===== config.mk =====
export PLATFORM = sky130hd
export DESIGN_NAME = kas_ram
export DESIGN_NICKNAME = d
export VERILOG_FILES = /design/src/hw/rtl/kinematic_aabb_sweep_assert.svh /design/src/hw/rtl/kas_ram.sv
export SDC_FILE = /design/constraint.sdc
export NUM_CORES = 1
export LEC_CHECK = 0
export ABC_AREA = 1
export BUFFER_PORTS_ARGS = -buffer_cell sky130_fd_sc_hd__clkbuf_2
export CAP_MARGIN = 25
export CELL_PAD_IN_SITES_DETAIL_PLACEMENT = 1
export CELL_PAD_IN_SITES_GLOBAL_PLACEMENT = 1
export CORE_AREA = 2 2 109 111
export CTS_CLUSTER_DIAMETER = 80
export DETAILED_ROUTE_END_ITERATION = 7
export DIE_AREA = 0 0 111 113
export HOLD_SLACK_MARGIN = 0.03
export PLACE_DENSITY = 0.93
export SYNTH_ARGS = -nofsm -noshare
export SYNTH_HDL_FRONTEND = slang
export SYNTH_SLANG_ARGS = --single-unit

===== constraint.sdc =====
create_clock -name clk -period 3.7 [get_ports clk]
set_input_delay 0.74 -clock clk [delete_from_list [all_inputs] [get_ports clk]]
set_output_delay 0.74 -clock clk [all_outputs]
set_load 0.05 [all_outputs]

===== src/hw/rtl/kinematic_aabb_sweep_assert.svh =====
// ----------------------------------------------------------------------------
// kinematic_aabb_sweep_assert.svh
// Assertion macros shared by the kinematic box sweep RTL.
// ----------------------------------------------------------------------------
`ifndef KINEMATIC_AABB_SWEEP_ASSERT_SVH
`define KINEMATIC_AABB_SWEEP_ASSERT_SVH

// Same-cycle implication, sampled on clk, off during reset.
`define KAS_ASSERT_IMPL(label, ante, cons) \
  label: assert property (@(posedge clk) disable iff (!rst_n) (ante) |-> (cons)) \
    else $error("kinematic_aabb_sweep assertion failed");

// Next-cycle implication, sampled on clk, off during reset.
`define KAS_ASSERT_NEXT(label, ante, cons) \
  label: assert property (@(posedge clk) disable iff (!rst_n) (ante) |=> (cons)) \
    else $error("kinematic_aabb_sweep assertion failed");

`endif


===== src/hw/rtl/kas_ram.sv =====
// ----------------------------------------------------------------------------
// kas_ram
// Generic single-write, single-read RAM with registered read data.
// ----------------------------------------------------------------------------
module kas_ram #(
  parameter int WIDTH = 8,
  parameter int DEPTH = 16,
  parameter int AW    = (DEPTH > 1) ? $clog2(DEPTH) : 1
) (
  input  logic             clk,
  input  logic             we,
  input  logic [AW-1:0]    waddr,
  input  logic [WIDTH-1:0] wdata,
  input  logic [AW-1:0]    raddr,
  output logic [WIDTH-1:0] rdata
);

  logic [WIDTH-1:0] mem [DEPTH];

  // Write port, registered read port
  always_ff @(posedge clk) begin
    if (we) mem[waddr] <= wdata;
    rdata <= mem[raddr];
  end

endmodule


# After elaboration in Yosys (flattened, before gate mapping)
# Memories as Yosys holds them, arrays and structs flattened. A register that Yosys moved wholly into a read port is not among the register bits.
# Index checks and enable logic that the tools add are counted.
[word_totals] in_bits=18 out_inout_bits=8 mem_count=1 ram_bits=128 reg_bits=0 elab_cells=3
[memory_table] memory="mem" words=16 width=8 rd=1 rd_clocked_by_memory_dff=1 wr=1 line="kas_ram.sv:18" rtl="logic [WIDTH-1:0] mem [DEPTH];"
[classes] mux=2
[op_table] cell="2-to-1 mux 1 bit" count=2

# Longest topological paths before layout
[logic_depth] word_depth=2 ltp_mapped=8 mapped_depth_nobuf=7

# Least setup slack after synthesis
# OpenSTA, ideal clock, no wires.
[synth_timing] path_kind="in2reg" start="input waddr[2]" end="memory mem[10][0], enable pin" setup_ns=0.370 n_path_buf=0 stages=2 slack_ns=2.009 required_ns=3.330 arrival_time_ns=1.321 path_cell_list="nand3b_1 > nor2_1"
[synth_lines] item="start, declared" line="kas_ram.sv:12" rtl="input logic [AW-1:0] waddr,"
[synth_lines] item="end, declared" line="kas_ram.sv:18"
# Straight into the memory's write port.

==> results.sh <==
export IMPL_outcome="complete, no violations"
export IMPL_final_hold_violation_count=0
export IMPL_port_buffers=25
export IMPL_headroom_to_the_max_slew_limit_pct=27.3
export IMPL_cp_buffers_inverters=3
export IMPL_firstDrtPassIters=6
export IMPL_synth_fp_nets=569
export IMPL_synth_area_per_cell_sq_um=10.5
export IMPL_synth_top_cell_area_share_pct=66.7
export IMPL_period_share_pct=53.6
export IMPL_clk_path_buf_depth=2
export IMPL_synth_yosys_seq_area_share_pct=69.4
export IMPL_final_common_cell="sky130_fd_sc_hd__nand2_1"
export IMPL_crit_top_cell="sky130_fd_sc_hd__nand3_1"
export IMPL_dpl_hpwl_um=9270
export IMPL_hold_end="rdata[5]"
export IMPL_period_minus_slack_ps=1980
export IMPL_timing_clock_skew_ps=10.2
export IMPL_cts_repair_resized=0
export IMPL_num_nets_final=594
export IMPL_path_max_fanout=33
export IMPL_timing_rr_start="mem[5][2]"
export IMPL_grt_pass1_wl_um=25400
export IMPL_die_h_um=113
export IMPL_fin_hold_ws_ps=644
export IMPL_first_global_vias=4471
export IMPL_post_cts_setup_bufs=0
export IMPL_clk_pin_slew_ps=60
export IMPL_ff2ff_setup_slack_ps=2550
export IMPL_grt_setup_unrepaired="false"
export IMPL_design_portCount=26
export IMPL_floorplan_core_area_sq_um=11300
export IMPL_timing_reg2reg_worst_path_depth=6
export IMPL_worstHoldPathCells=6
export IMPL_finalWorstSetupSlack_ps=1720
export IMPL_holdBufCountCts=0
export IMPL_timing_critical_path_cells="clkbuf_2, buf_4, inv_2, nand3_1, nand3_1, nand3_1, nand2_1"
export IMPL_worstReg2RegEnd="rdata[2]"
export IMPL_core_rowCount=39
export IMPL_timing_critical_path_to_type="flip-flop"
export IMPL_synth_yosys_warnings=0
export IMPL_timing_hold_worst_class="reg -> reg"
export IMPL_global_route_overflow_total=0
export IMPL_crit_type="in -> reg"
export IMPL_detail_route_drc_violations=0
export IMPL_mostFrequentLayoutCells="sky130_fd_sc_hd__nand2_1 (173), sky130_fd_sc_hd__edfxtp_1 (128), sky130_fd_sc_hd__inv_1 (100)"
export IMPL_synth_top_cells_by_area="sky130_fd_sc_hd__edfxtp_1 (67%), sky130_fd_sc_hd__nand2_1 (11%), sky130_fd_sc_hd__nand3_1 (8.4%), sky130_fd_sc_hd__inv_1 (6.5%), sky130_fd_sc_hd__dfxtp_1 (2.8%)"
export IMPL_cts_sink_count=136
export IMPL_floorplan_die_area_sq_um=12500
export IMPL_dp_worst_setup_slack_ps=1320
export IMPL_cts_root_buf="sky130_fd_sc_hd__clkbuf_16"
export IMPL_max_stage_delay_ps=560
export IMPL_setup_tns_ps=0
export IMPL_cts_inserted_buffers=17
export IMPL_fmax_mhz=504
export IMPL_num_fill_cells=1198
export IMPL_pin_count_of_the_biggest_net_entering_global_routing=65
export IMPL_via_per_inst=5.74
export IMPL_worst_path_dominant_cell_family="buffers and inverters"
export IMPL_cap_viol_max_count=0
export IMPL_setup_viol_count_final=0
export IMPL_initial_detailed_routing_violation_count=544
export IMPL_worstPathRequired_ps=4050
export IMPL_worst_skew_pair_late_latency_ps=410
export IMPL_ir_drop_v=0.000319
export IMPL_critical_path_arrival_ps=2330
export IMPL_leakagePower_nw=2.86
export IMPL_synth_lib_cells_used_distinct=12
export IMPL_yosys_register_bits=136
export IMPL_timing_critical_path_slowest_stage_cell="sky130_fd_sc_hd__inv_2"
export IMPL_drive_gt1_share_pct=10.2
export IMPL_antenna_violations_before_repair=0
export IMPL_worstSetupStartpointType="input pin"
export IMPL_power_density_cell_area_nw_per_um2=576
export IMPL_hold_start="mem[12][5]"
export IMPL_dieWidth_um=111
export IMPL_report_final_slew_viol_count=0
export IMPL_worst_pin_slew_ps=1090
export IMPL_post_synth_instance_area_sq_um=5770
export IMPL_cells_after_synth=551
export IMPL_initial_core_utilization_pct=51.2
export IMPL_wirelength_um=16300
export IMPL_antennaDiodeCount=0
export IMPL_place_gp_congestion=0.769
export IMPL_global_route_usage_total_pct=27.5
export IMPL_netlist_top_cell_by_area="sky130_fd_sc_hd__edfxtp_1"
export IMPL_routed_wire_length_per_instance_um=22.3
export IMPL_vias=4200
export IMPL_ant_nets=0
export IMPL_cts_max_level=4
export IMPL_tritoncts="yes"
export IMPL_areaGrowthSynthToFinish_pct=14.3
[through the flow]
step | instances | utilization, % | total power, mW | cell area, sq um
6_report | 732 | 58.5 | 3.80 | 6590
5_1_grt | 732 | 58.5 | 3.89 | 6590
4_1_cts | 729 | 58.1 | 3.80 | 6550
3_5_place_dp | 697 | 52.5 | 2.00 | 5920
3_3_place_gp | 697 | 52.5 | 1.98 | 5920
2_1_floorplan | 551 | - | 1.92 | 5770
[area by class of cell]
cell class / instances / area, sq um / share of cell area [%]
well taps: 143 / 179 / 2.71
flip-flops and latches: 136 / 4000 / 60.7
repair buffers: 30 / 179 / 2.71
inverters: 102 / 383 / 5.81
clock inverters: 7 / 139 / 2.11
multi-input cells: 289 / 1210 / 18.4
clock buffers: 25 / 495 / 7.52
[worst max-delay path by stage]
stage,cells past startpoint,startpoint,slack [ps],end
floorplan,2,waddr[2],2010,mem[10][0]
global placement,7,raddr[0],1390,rdata[0]
detailed placement,8,raddr[0],1320,rdata[0]
CTS,8,raddr[0],1700,rdata[0]
global route,7,raddr[1],1690,rdata[2]
finish,7,raddr[1],1720,rdata[2]
[synthesized netlist by cell type, drive strengths merged]
master and instances:
nand3b 2, nor2 17, nand2 173, nand3 97, buf 24, inv 102
dfxtp 8, edfxtp 128
[flip-flops by register name (all words and copies together) (netlist names)]
signal	count
rdata	8
mem	128
[report_power, final]
part / internal, mW / total (mW) / switching, mW
Clock: 1.20 / 1.81 / 0.613
Combinational: 0.0564 / 0.248 / 0.192
Sequential: 1.72 / 1.74 / 0.0129
[routing by layer]
metal	wire [um]	share of wire [%]	GRT usage [%]
met5	0	0	0
met3	1210	7.4	4.55
met2	8330	51	46.8
met4	554	3.4	14.2
met1	6230	38	34.1
[kinds of logic (layout without fill, tap and decap cells)]
kind of cell | count (synthesis) | in the layout | synth area share, %
buf+inv | 126 | 164 | 9.52
flops | 136 | 136 | 69.4
simple gates | 289 | 289 | 21.0
[worst reg2reg max path, delay by kind of cell (launching register included)]
family / cells / cell delay [ps]
flip-flops: 1 / 360
AND/OR/NAND/NOR: 5 / 610
buffers and inverters: 1 / 60
Note: power is estimated with default switching activity, not from simulation.
