--- config.mk ---
export PLATFORM = sky130hd
export DESIGN_NAME = kas_query
export DESIGN_NICKNAME = d
export VERILOG_FILES = /design/src/hw/rtl/kinematic_aabb_sweep_assert.svh /design/src/hw/rtl/kas_pkg.sv /design/src/hw/rtl/kas_query.sv
export SDC_FILE = /design/constraint.sdc
export NUM_CORES = 1
export LEC_CHECK = 0
export ABC_AREA = 0
export BUFFER_PORTS_ARGS = -buffer_cell sky130_fd_sc_hd__buf_4
export CORE_MARGIN = 5
export CORE_UTILIZATION = 48
export CTS_CLUSTER_SIZE = 30
export DETAILED_ROUTE_END_ITERATION = 7
export GPL_ROUTABILITY_DRIVEN = 0
export PLACE_DENSITY = 0.78
export SLEW_MARGIN = 30
export SYNTH_ARGS = -nofsm -noshare
export SYNTH_HDL_FRONTEND = slang
export SYNTH_SLANG_ARGS = --single-unit
export TNS_END_PERCENT = 50
--- constraint.sdc ---
create_clock -name clk -period 10.8 [get_ports clk]
set_clock_uncertainty 0.05 [all_clocks]
set_input_delay 3.24 -clock clk [delete_from_list [all_inputs] [get_ports clk]]
set_output_delay 3.24 -clock clk [all_outputs]
set_load 0.05 [all_outputs]
--- src/hw/rtl/kinematic_aabb_sweep_assert.svh ---
// ----------------------------------------------------------------------------
// kinematic_aabb_sweep_assert.svh
// Assertion macros shared by the kinematic box sweep RTL.
// ----------------------------------------------------------------------------
`ifndef KINEMATIC_AABB_SWEEP_ASSERT_SVH
`define KINEMATIC_AABB_SWEEP_ASSERT_SVH

// Same-cycle implication, sampled on clk, off during reset.
`define KAS_ASSERT_IMPL(label, ante, cons) \
  label: assert property (@(posedge clk) disable iff (!rst_n) (ante) |-> (cons)) \
    else $error("kinematic_aabb_sweep assertion failed");

// Next-cycle implication, sampled on clk, off during reset.
`define KAS_ASSERT_NEXT(label, ante, cons) \
  label: assert property (@(posedge clk) disable iff (!rst_n) (ante) |=> (cons)) \
    else $error("kinematic_aabb_sweep assertion failed");

`endif

--- src/hw/rtl/kas_pkg.sv ---
// ----------------------------------------------------------------------------
// kas_pkg
// Types, constants and helpers of the kinematic box sweep.
// ----------------------------------------------------------------------------
package kas_pkg;

  // Default build settings
  localparam int MAX_BOXES_DEF    = 64;
  localparam int BISECT_STEPS_DEF = 20;
  localparam int FRAC_BITS_DEF    = 16;

  // Position width inside a step (center + move + half + two skins)
  localparam int PW = 40;

  // One stored box: {one_way, high_y, high_x, low_y, low_x}
  localparam int BOX_W = 129;

  // Commands; the spare code behaves as a step
  localparam logic [1:0] CMD_CLEAR = 2'd0;
  localparam logic [1:0] CMD_ADD   = 2'd1;
  localparam logic [1:0] CMD_STEP  = 2'd2;
  localparam logic [1:0] CMD_SPARE = 2'd3;

  // Result status codes
  localparam logic [1:0] STS_STEPPED = 2'd0;
  localparam logic [1:0] STS_STORED  = 2'd1;
  localparam logic [1:0] STS_FULL    = 2'd2;
  localparam logic [1:0] STS_CLEARED = 2'd3;

  // Register indexes
  localparam logic [1:0] REG_GRAVITY_X = 2'd0;
  localparam logic [1:0] REG_GRAVITY_Y = 2'd1;
  localparam logic [1:0] REG_TIME_STEP = 2'd2;
  localparam logic [1:0] REG_MARGIN    = 2'd3;

  // Register reset values
  localparam logic [16:0] TIME_STEP_RST = 17'd1092;
  localparam logic [15:0] MARGIN_RST    = 16'd7;

  // Overlap query issued to the scan unit
  typedef struct packed {
    logic signed [PW-1:0] lx;
    logic signed [PW-1:0] ly;
    logic signed [PW-1:0] hx;
    logic signed [PW-1:0] hy;
    logic                 down;
    logic signed [PW-1:0] sb;
  } qry_req_t;

  // Scan unit answer
  typedef struct packed {
    logic done;
    logic blocked;
  } qry_rsp_t;

  // Saturate a wide signed value to 32 bits
  function automatic logic signed [31:0] sat32(input logic signed [71:0] v);
    logic signed [31:0] r;
    if (v > 72'sd2147483647) r = 32'sh7fffffff;
    else if (v < -72'sd2147483648) r = 32'sh80000000;
    else r = v[31:0];
    return r;
  endfunction

endpackage

--- src/hw/rtl/kas_query.sv ---
// ----------------------------------------------------------------------------
// kas_query
// Overlap scan: walks the box table one entry a cycle and reports a block.
// ----------------------------------------------------------------------------
module kas_query import kas_pkg::*; #(
  parameter int MAX_BOXES = MAX_BOXES_DEF,
  parameter int CW        = $clog2(MAX_BOXES + 1),
  parameter int AW        = (MAX_BOXES > 1) ? $clog2(MAX_BOXES) : 1
) (
  input  logic             clk,
  input  logic             rst_n,
  input  logic             start,
  input  qry_req_t         req,
  input  logic [15:0]      margin,
  input  logic [CW-1:0]    count,
  output logic [AW-1:0]    raddr,
  input  logic [BOX_W-1:0] rdata,
  output qry_rsp_t         rsp
);

  logic           busy_r, busy_nxt;
  logic           pend_r, pend_nxt;
  logic [CW-1:0]  idx_r, idx_nxt;
  qry_req_t       req_r;

  logic signed [PW-1:0] blx, bly, bhx, bhy, top_lim;
  logic                 bow, ovl, hit;

  // Unpack the entry read last cycle
  always_comb begin
    blx     = PW'($signed(rdata[31:0]));
    bly     = PW'($signed(rdata[63:32]));
    bhx     = PW'($signed(rdata[95:64]));
    bhy     = PW'($signed(rdata[127:96]));
    bow     = rdata[128];
    top_lim = bhy - $signed({{(PW-16){1'b0}}, margin});
    ovl     = (req_r.lx < bhx) && (blx < req_r.hx) &&
              (req_r.ly < bhy) && (bly < req_r.hy);
    hit     = pend_r && ovl && (!bow || (req_r.down && !(req_r.sb < top_lim)));
  end

  assign raddr       = idx_r[AW-1:0];
  assign rsp.blocked = hit;
  assign rsp.done    = busy_r && (hit || (idx_r == count));

  // Advance the scan, stop on the first blocking box or the table end
  always_comb begin
    busy_nxt = busy_r;
    pend_nxt = 1'b0;
    idx_nxt  = idx_r;
    if (start) begin
      busy_nxt = 1'b1;
      idx_nxt  = '0;
    end else if (busy_r) begin
      if (rsp.done) begin
        busy_nxt = 1'b0;
      end else begin
        pend_nxt = 1'b1;
        idx_nxt  = idx_r + 1'b1;
      end
    end
  end

  always_ff @(posedge clk) begin
    if (!rst_n) begin
      busy_r <= 1'b0;
      pend_r <= 1'b0;
      idx_r  <= '0;
    end else begin
      busy_r <= busy_nxt;
      pend_r <= pend_nxt;
      idx_r  <= idx_nxt;
    end
  end

  // Hold the query for the whole scan
  always_ff @(posedge clk) begin
    if (start) req_r <= req;
  end

endmodule

Word level (Yosys, flattened, before mapping)

Index checks and enable logic that the tools add are counted.

Bitwise operators: 2
Mux-type cells: 3
$add $sub $neg: 2
Reductions and logical operators: 13
Order comparisons: 5
Eq/ne operators: 1

Operators with widths:

| kind                | count |
|---|---|
| $lt 32x40->1        | 2 |
| $lt 40x32->1        | 2 |
| $lt 40x33->1        | 1 |
| $sub 32x17->33      | 1 |
| $add 7x1->7 const B | 1 |
| $eq 7x7->1          | 1 |
| $logic_and 1x1->1   | 7 |
| $mux 1              | 3 |
| $logic_not 1->1     | 2 |
| $logic_or 1x1->1    | 2 |
| $not 1->1           | 2 |
| $reduce_and 2->1    | 1 |
| $reduce_or 2->1     | 1 |

Register bits: 210
Word-level logic and storage cells: 35
Output and inout port bits: 8
Input bits: 356

Longest topological paths before layout

Depth after elaboration: 11
Gate-level depth with buffers: 26
Depth with buffers taken out: 25

Least setup slack after synthesis

No wires, ideal clock.

Path type: input port to output port
Start point: input port margin[1]
End point: output port rsp[1] in the netlist's numbering
Path buffers: 1
Data required time: 7,510 ps
Data arrival time: 7,879 ps
Slack: -369 ps
Cell stages on the path: 24
Path through: inv_1 ha_1 nor2b_1 o21a_1 o21ai_0 a21o_1 a21oi_1 and3_1 o311a_1 o21a_1 nor4_1 xnor2_1 ha_1 nand4_1 nor4_1 a221oi_1 nand4_1 a211oi_1 o32ai_1 a221oi_1 or4b_4 clkinv_2 buf_6 o21a_1

RTL lines:

| what            | RTL line        | text |
|---|---|---|
| start, declared | kas_query.sv:14 | `input logic [15:0] margin,` |
| end, declared   | kas_query.sv:18 | `output qry_rsp_t rsp` |

==> summary.txt <==
Outcome - finished, violations left
Violated checks - setup timing
Syn Area/Cell - 11.6 sq um
Clock share of power - 38.1%
I/O pin total - 364
Syn_nets - 1617
Reg clk slew, reported paths - 0.06 ns
Area Growth Syn to Fin - 36.5%
Hold crit path type - reg2reg
Critical path type - in2out
Worst EP required - 7.51 ns
Max-slew headroom - 47.3%
Hold Startpoint - idx_r[6]
Most common cell after layout, fill and taps aside - buf_4
Slew Limit Fails - 0
DR vias - 9651
Critical Path End - rsp[0]
Psw - 559 uW
Post-route insts no fill - 1832
Top Family by Delay on Critical Path - compound AO/OA/AOI/OAI gates
Reg2Reg Depth - 15
CTS root buffer - clkbuf_16
CTS tree - yes
Post-synthesis mux area share - 0.245%
Synth Area in Compound Gates - 10.6%
Gate power share - 18.9%
Largest family of logic cells by synthesized area - adder cells
Number of flops mapped to enable cells by yosys - 201
Critical path origin - margin[1]
Synth Area in XOR/XNOR - 2.43%
Final Cycle Share - 104%
DRC - 0
PwrDens - 137 nW/um^2
TritonCTS Buffers - 25
Mapped Area - 12300 sq um
First-pass GRT wire length - 49.2 mm
Flop2flop setup slack - 7.14 ns
Pint - 1.73 mW
Highest-delay cell along the critical path - or4b_4
Reg power frac - 43.0%
Cells after Synth - 1056
Clock buffer depth - 3
Routed len/inst - 17.4 um
Critical path's largest stage delay - 0.53 ns
Slew @ Worst Pin - 0.791 ns
Leak Pwr - 7.80 nW
Filler cells - 1846
Vias in the first global route - 10300
Die ar. - 28900 sq um
R2R Path Start - req_r[117]
Routed WL - 31.8 mm
CTS H-tree depth - 1
Max FO, Critical Path - 4
Hold-fix buffers, CTS - 0
Port Buffers - 363
Antenna Violating Nets Remaining - 0
Data arrival, critical path - 7.91 ns
CP Launch Type - primary input
Fmax - 89.3 MHz
Core Region - 25200 sq um
CP endpoint kind - primary output
Congestion Overflow GR - 0
Total Nets Final - 2042
Share of cells above drive strength 1 - 31.6%
CTS sink cnt - 210
Hold Vio Cnt, Final - 0
Largest net degree at the start of global routing - 94
Max_cap viols - 0
Router iterations before antenna repair - 5
RSZ-0062 raised after global routing - yes
Final setup vio count - 2
Number of distinct library cells after synthesis - 58
Most frequent cells in the layout - buf_4 (404), ha_1 (203), edfxtp_1 (201), inv_1 (167), a21oi_1 (71)
Most frequent CP cell - buf_4
Top FF cell, synth - edfxtp_1
Utilization after layout - 66.5%
Row count - 58
Net Sw Frac - 24.4%
Min cycle time layout - 11.20 ns
Post-Synth Simple-Gate Area - 9.33%
Synth warnings - 0
Worst-skew pair later-pin latency - 0.54 ns
DP Cell Count - 1778
Gr usage total - 21.4%
Antenna violations before repair - 3
Fin worst setup slack - -0.402 ns
Starting density of the core - 48.7%
Asr flop ratio synth - 0%
R2r endpoint - idx_r[3]
Worst VDD drop - 0.134 mV
Die W - 170 um
Vias per cell - 5.27
DRT iter0 DRCs - 502
Levels on crit path - 27
Post-Synth Adder-Cell Area - 21.0%
Height of the die - 170 um
Post-synthesis sequential area ratio - 50.7%
Seq cells post-synth - 210
Post-DP HPWL - 25.7 mm
CP Buf/Inv Count - 7
==> synthesized netlist by cell type, types with 10 or more instances <==
library cell | instances | area share, %
o21a_1 | 13 | 0.80
nor2_1 | 30 | 0.92
inv_1 | 167 | 5.1
a21o_1 | 16 | 0.98
nand2_1 | 50 | 1.5
o21ai_0 | 43 | 1.8
xnor2_1 | 24 | 1.7
nand2b_1 | 15 | 0.77
ha_1 | 204 | 21
xor2_1 | 10 | 0.71
a21oi_1 | 73 | 3.0
nand4_1 | 35 | 1.8
edfxtp_1 | 201 | 49
nor3_1 | 17 | 0.69
nor2b_1 | 10 | 0.51
nand3_1 | 27 | 1.1
==> layout make-up <==
| cell class | count | area [sq um] | share of cell area, % |
|---|---|---|---|
| Sequential cell | 210 | 6220 | 37.1 |
| Multi-Input combinational cell | 669 | 5510 | 32.9 |
| Timing Repair Buffer | 407 | 3080 | 18.4 |
| Clock buffer | 38 | 801 | 4.78 |
| Inverter | 168 | 636 | 3.80 |
| Tap cell | 330 | 413 | 2.47 |
| Clock inverter | 8 | 81.3 | 0.486 |
| Antenna cell | 2 | 5.00 | 0.0299 |
==> registers in the layout, indices dropped and copies added (netlist names) <==
name and count:
idx_r 7, pend_r 1, busy_r 1, req_r 201
==> metal layers <==
metal | wire length [um] | track usage (%) | vias to the layer above
met4 | 1570 | 9.56 | 4
met2 | 15800 | 37.7 | 350
met1 | 11800 | 24.0 | 4453
met3 | 2650 | 6.23 | 88
met5 | 29 | 0 | -
li1 | - | - | 4756
==> logic make-up (layout without fill, tap and decap cells) <==
kind of cell,count (synthesis),after routing
and+or+nand+nor,217,217
muxes,3,3
DFF,210,210
adders and majority gates,205,205
other,0,2
buffers and inverters,177,621
xor gates and xnor gates,34,34
AOI/OAI and AO/OA,210,210
==> metrics by stage <==
step           setup slack [ns]  cell area (sq um)  total power, mW  setup TNS [ns]  hold slack, ns
6_report                 -0.402              16700             2.29          -0.802           0.443
5_1_grt                  -0.603              16700             2.40           -1.20           0.459
4_1_cts                  -0.466              16700             2.30          -0.931           0.444
3_5_place_dp             -0.645              15700             1.42           -1.29           0.435
3_3_place_gp             -0.496              15700             1.40          -0.990           0.429
2_1_floorplan            0.0103              12300             1.21               0           0.404
==> tightest hold or removal path, cell delays in order (launching register included) <==
cell and delay (ns):
dfxtp_1 0.33, nand2_1 0.06, mux2i_1 0.05
==> power groups by stage <==
stage	combinational (mW)	sequential [mW]	clock [mW]
after detailed placement	0.417	1.00	0
after CTS	0.429	0.984	0.892
after global placement	0.400	0.999	0
final	0.432	0.984	0.871
after global routing	0.488	0.989	0.928
after floorplan	0.215	0.992	0
==> timing repair <==
action                                  in CTS  in global routing
resized for setup                           18                 11
pin swaps                                   11                 21
buffers inserted                             4                  3
hold endpoints to repair                     0                  0
endpoints found under the setup margin       2                  2
==> worst min path at each step <==
stage | end | slack, ns | depth (start not counted)
global placement | idx_r[6] | 0.43 | 2
finish | idx_r[6] | 0.44 | 2
floorplan | idx_r[6] | 0.40 | 2
detailed placement | idx_r[6] | 0.43 | 2
CTS | idx_r[6] | 0.44 | 2
global route | idx_r[6] | 0.46 | 2
Power figures use the tool's default switching activity.
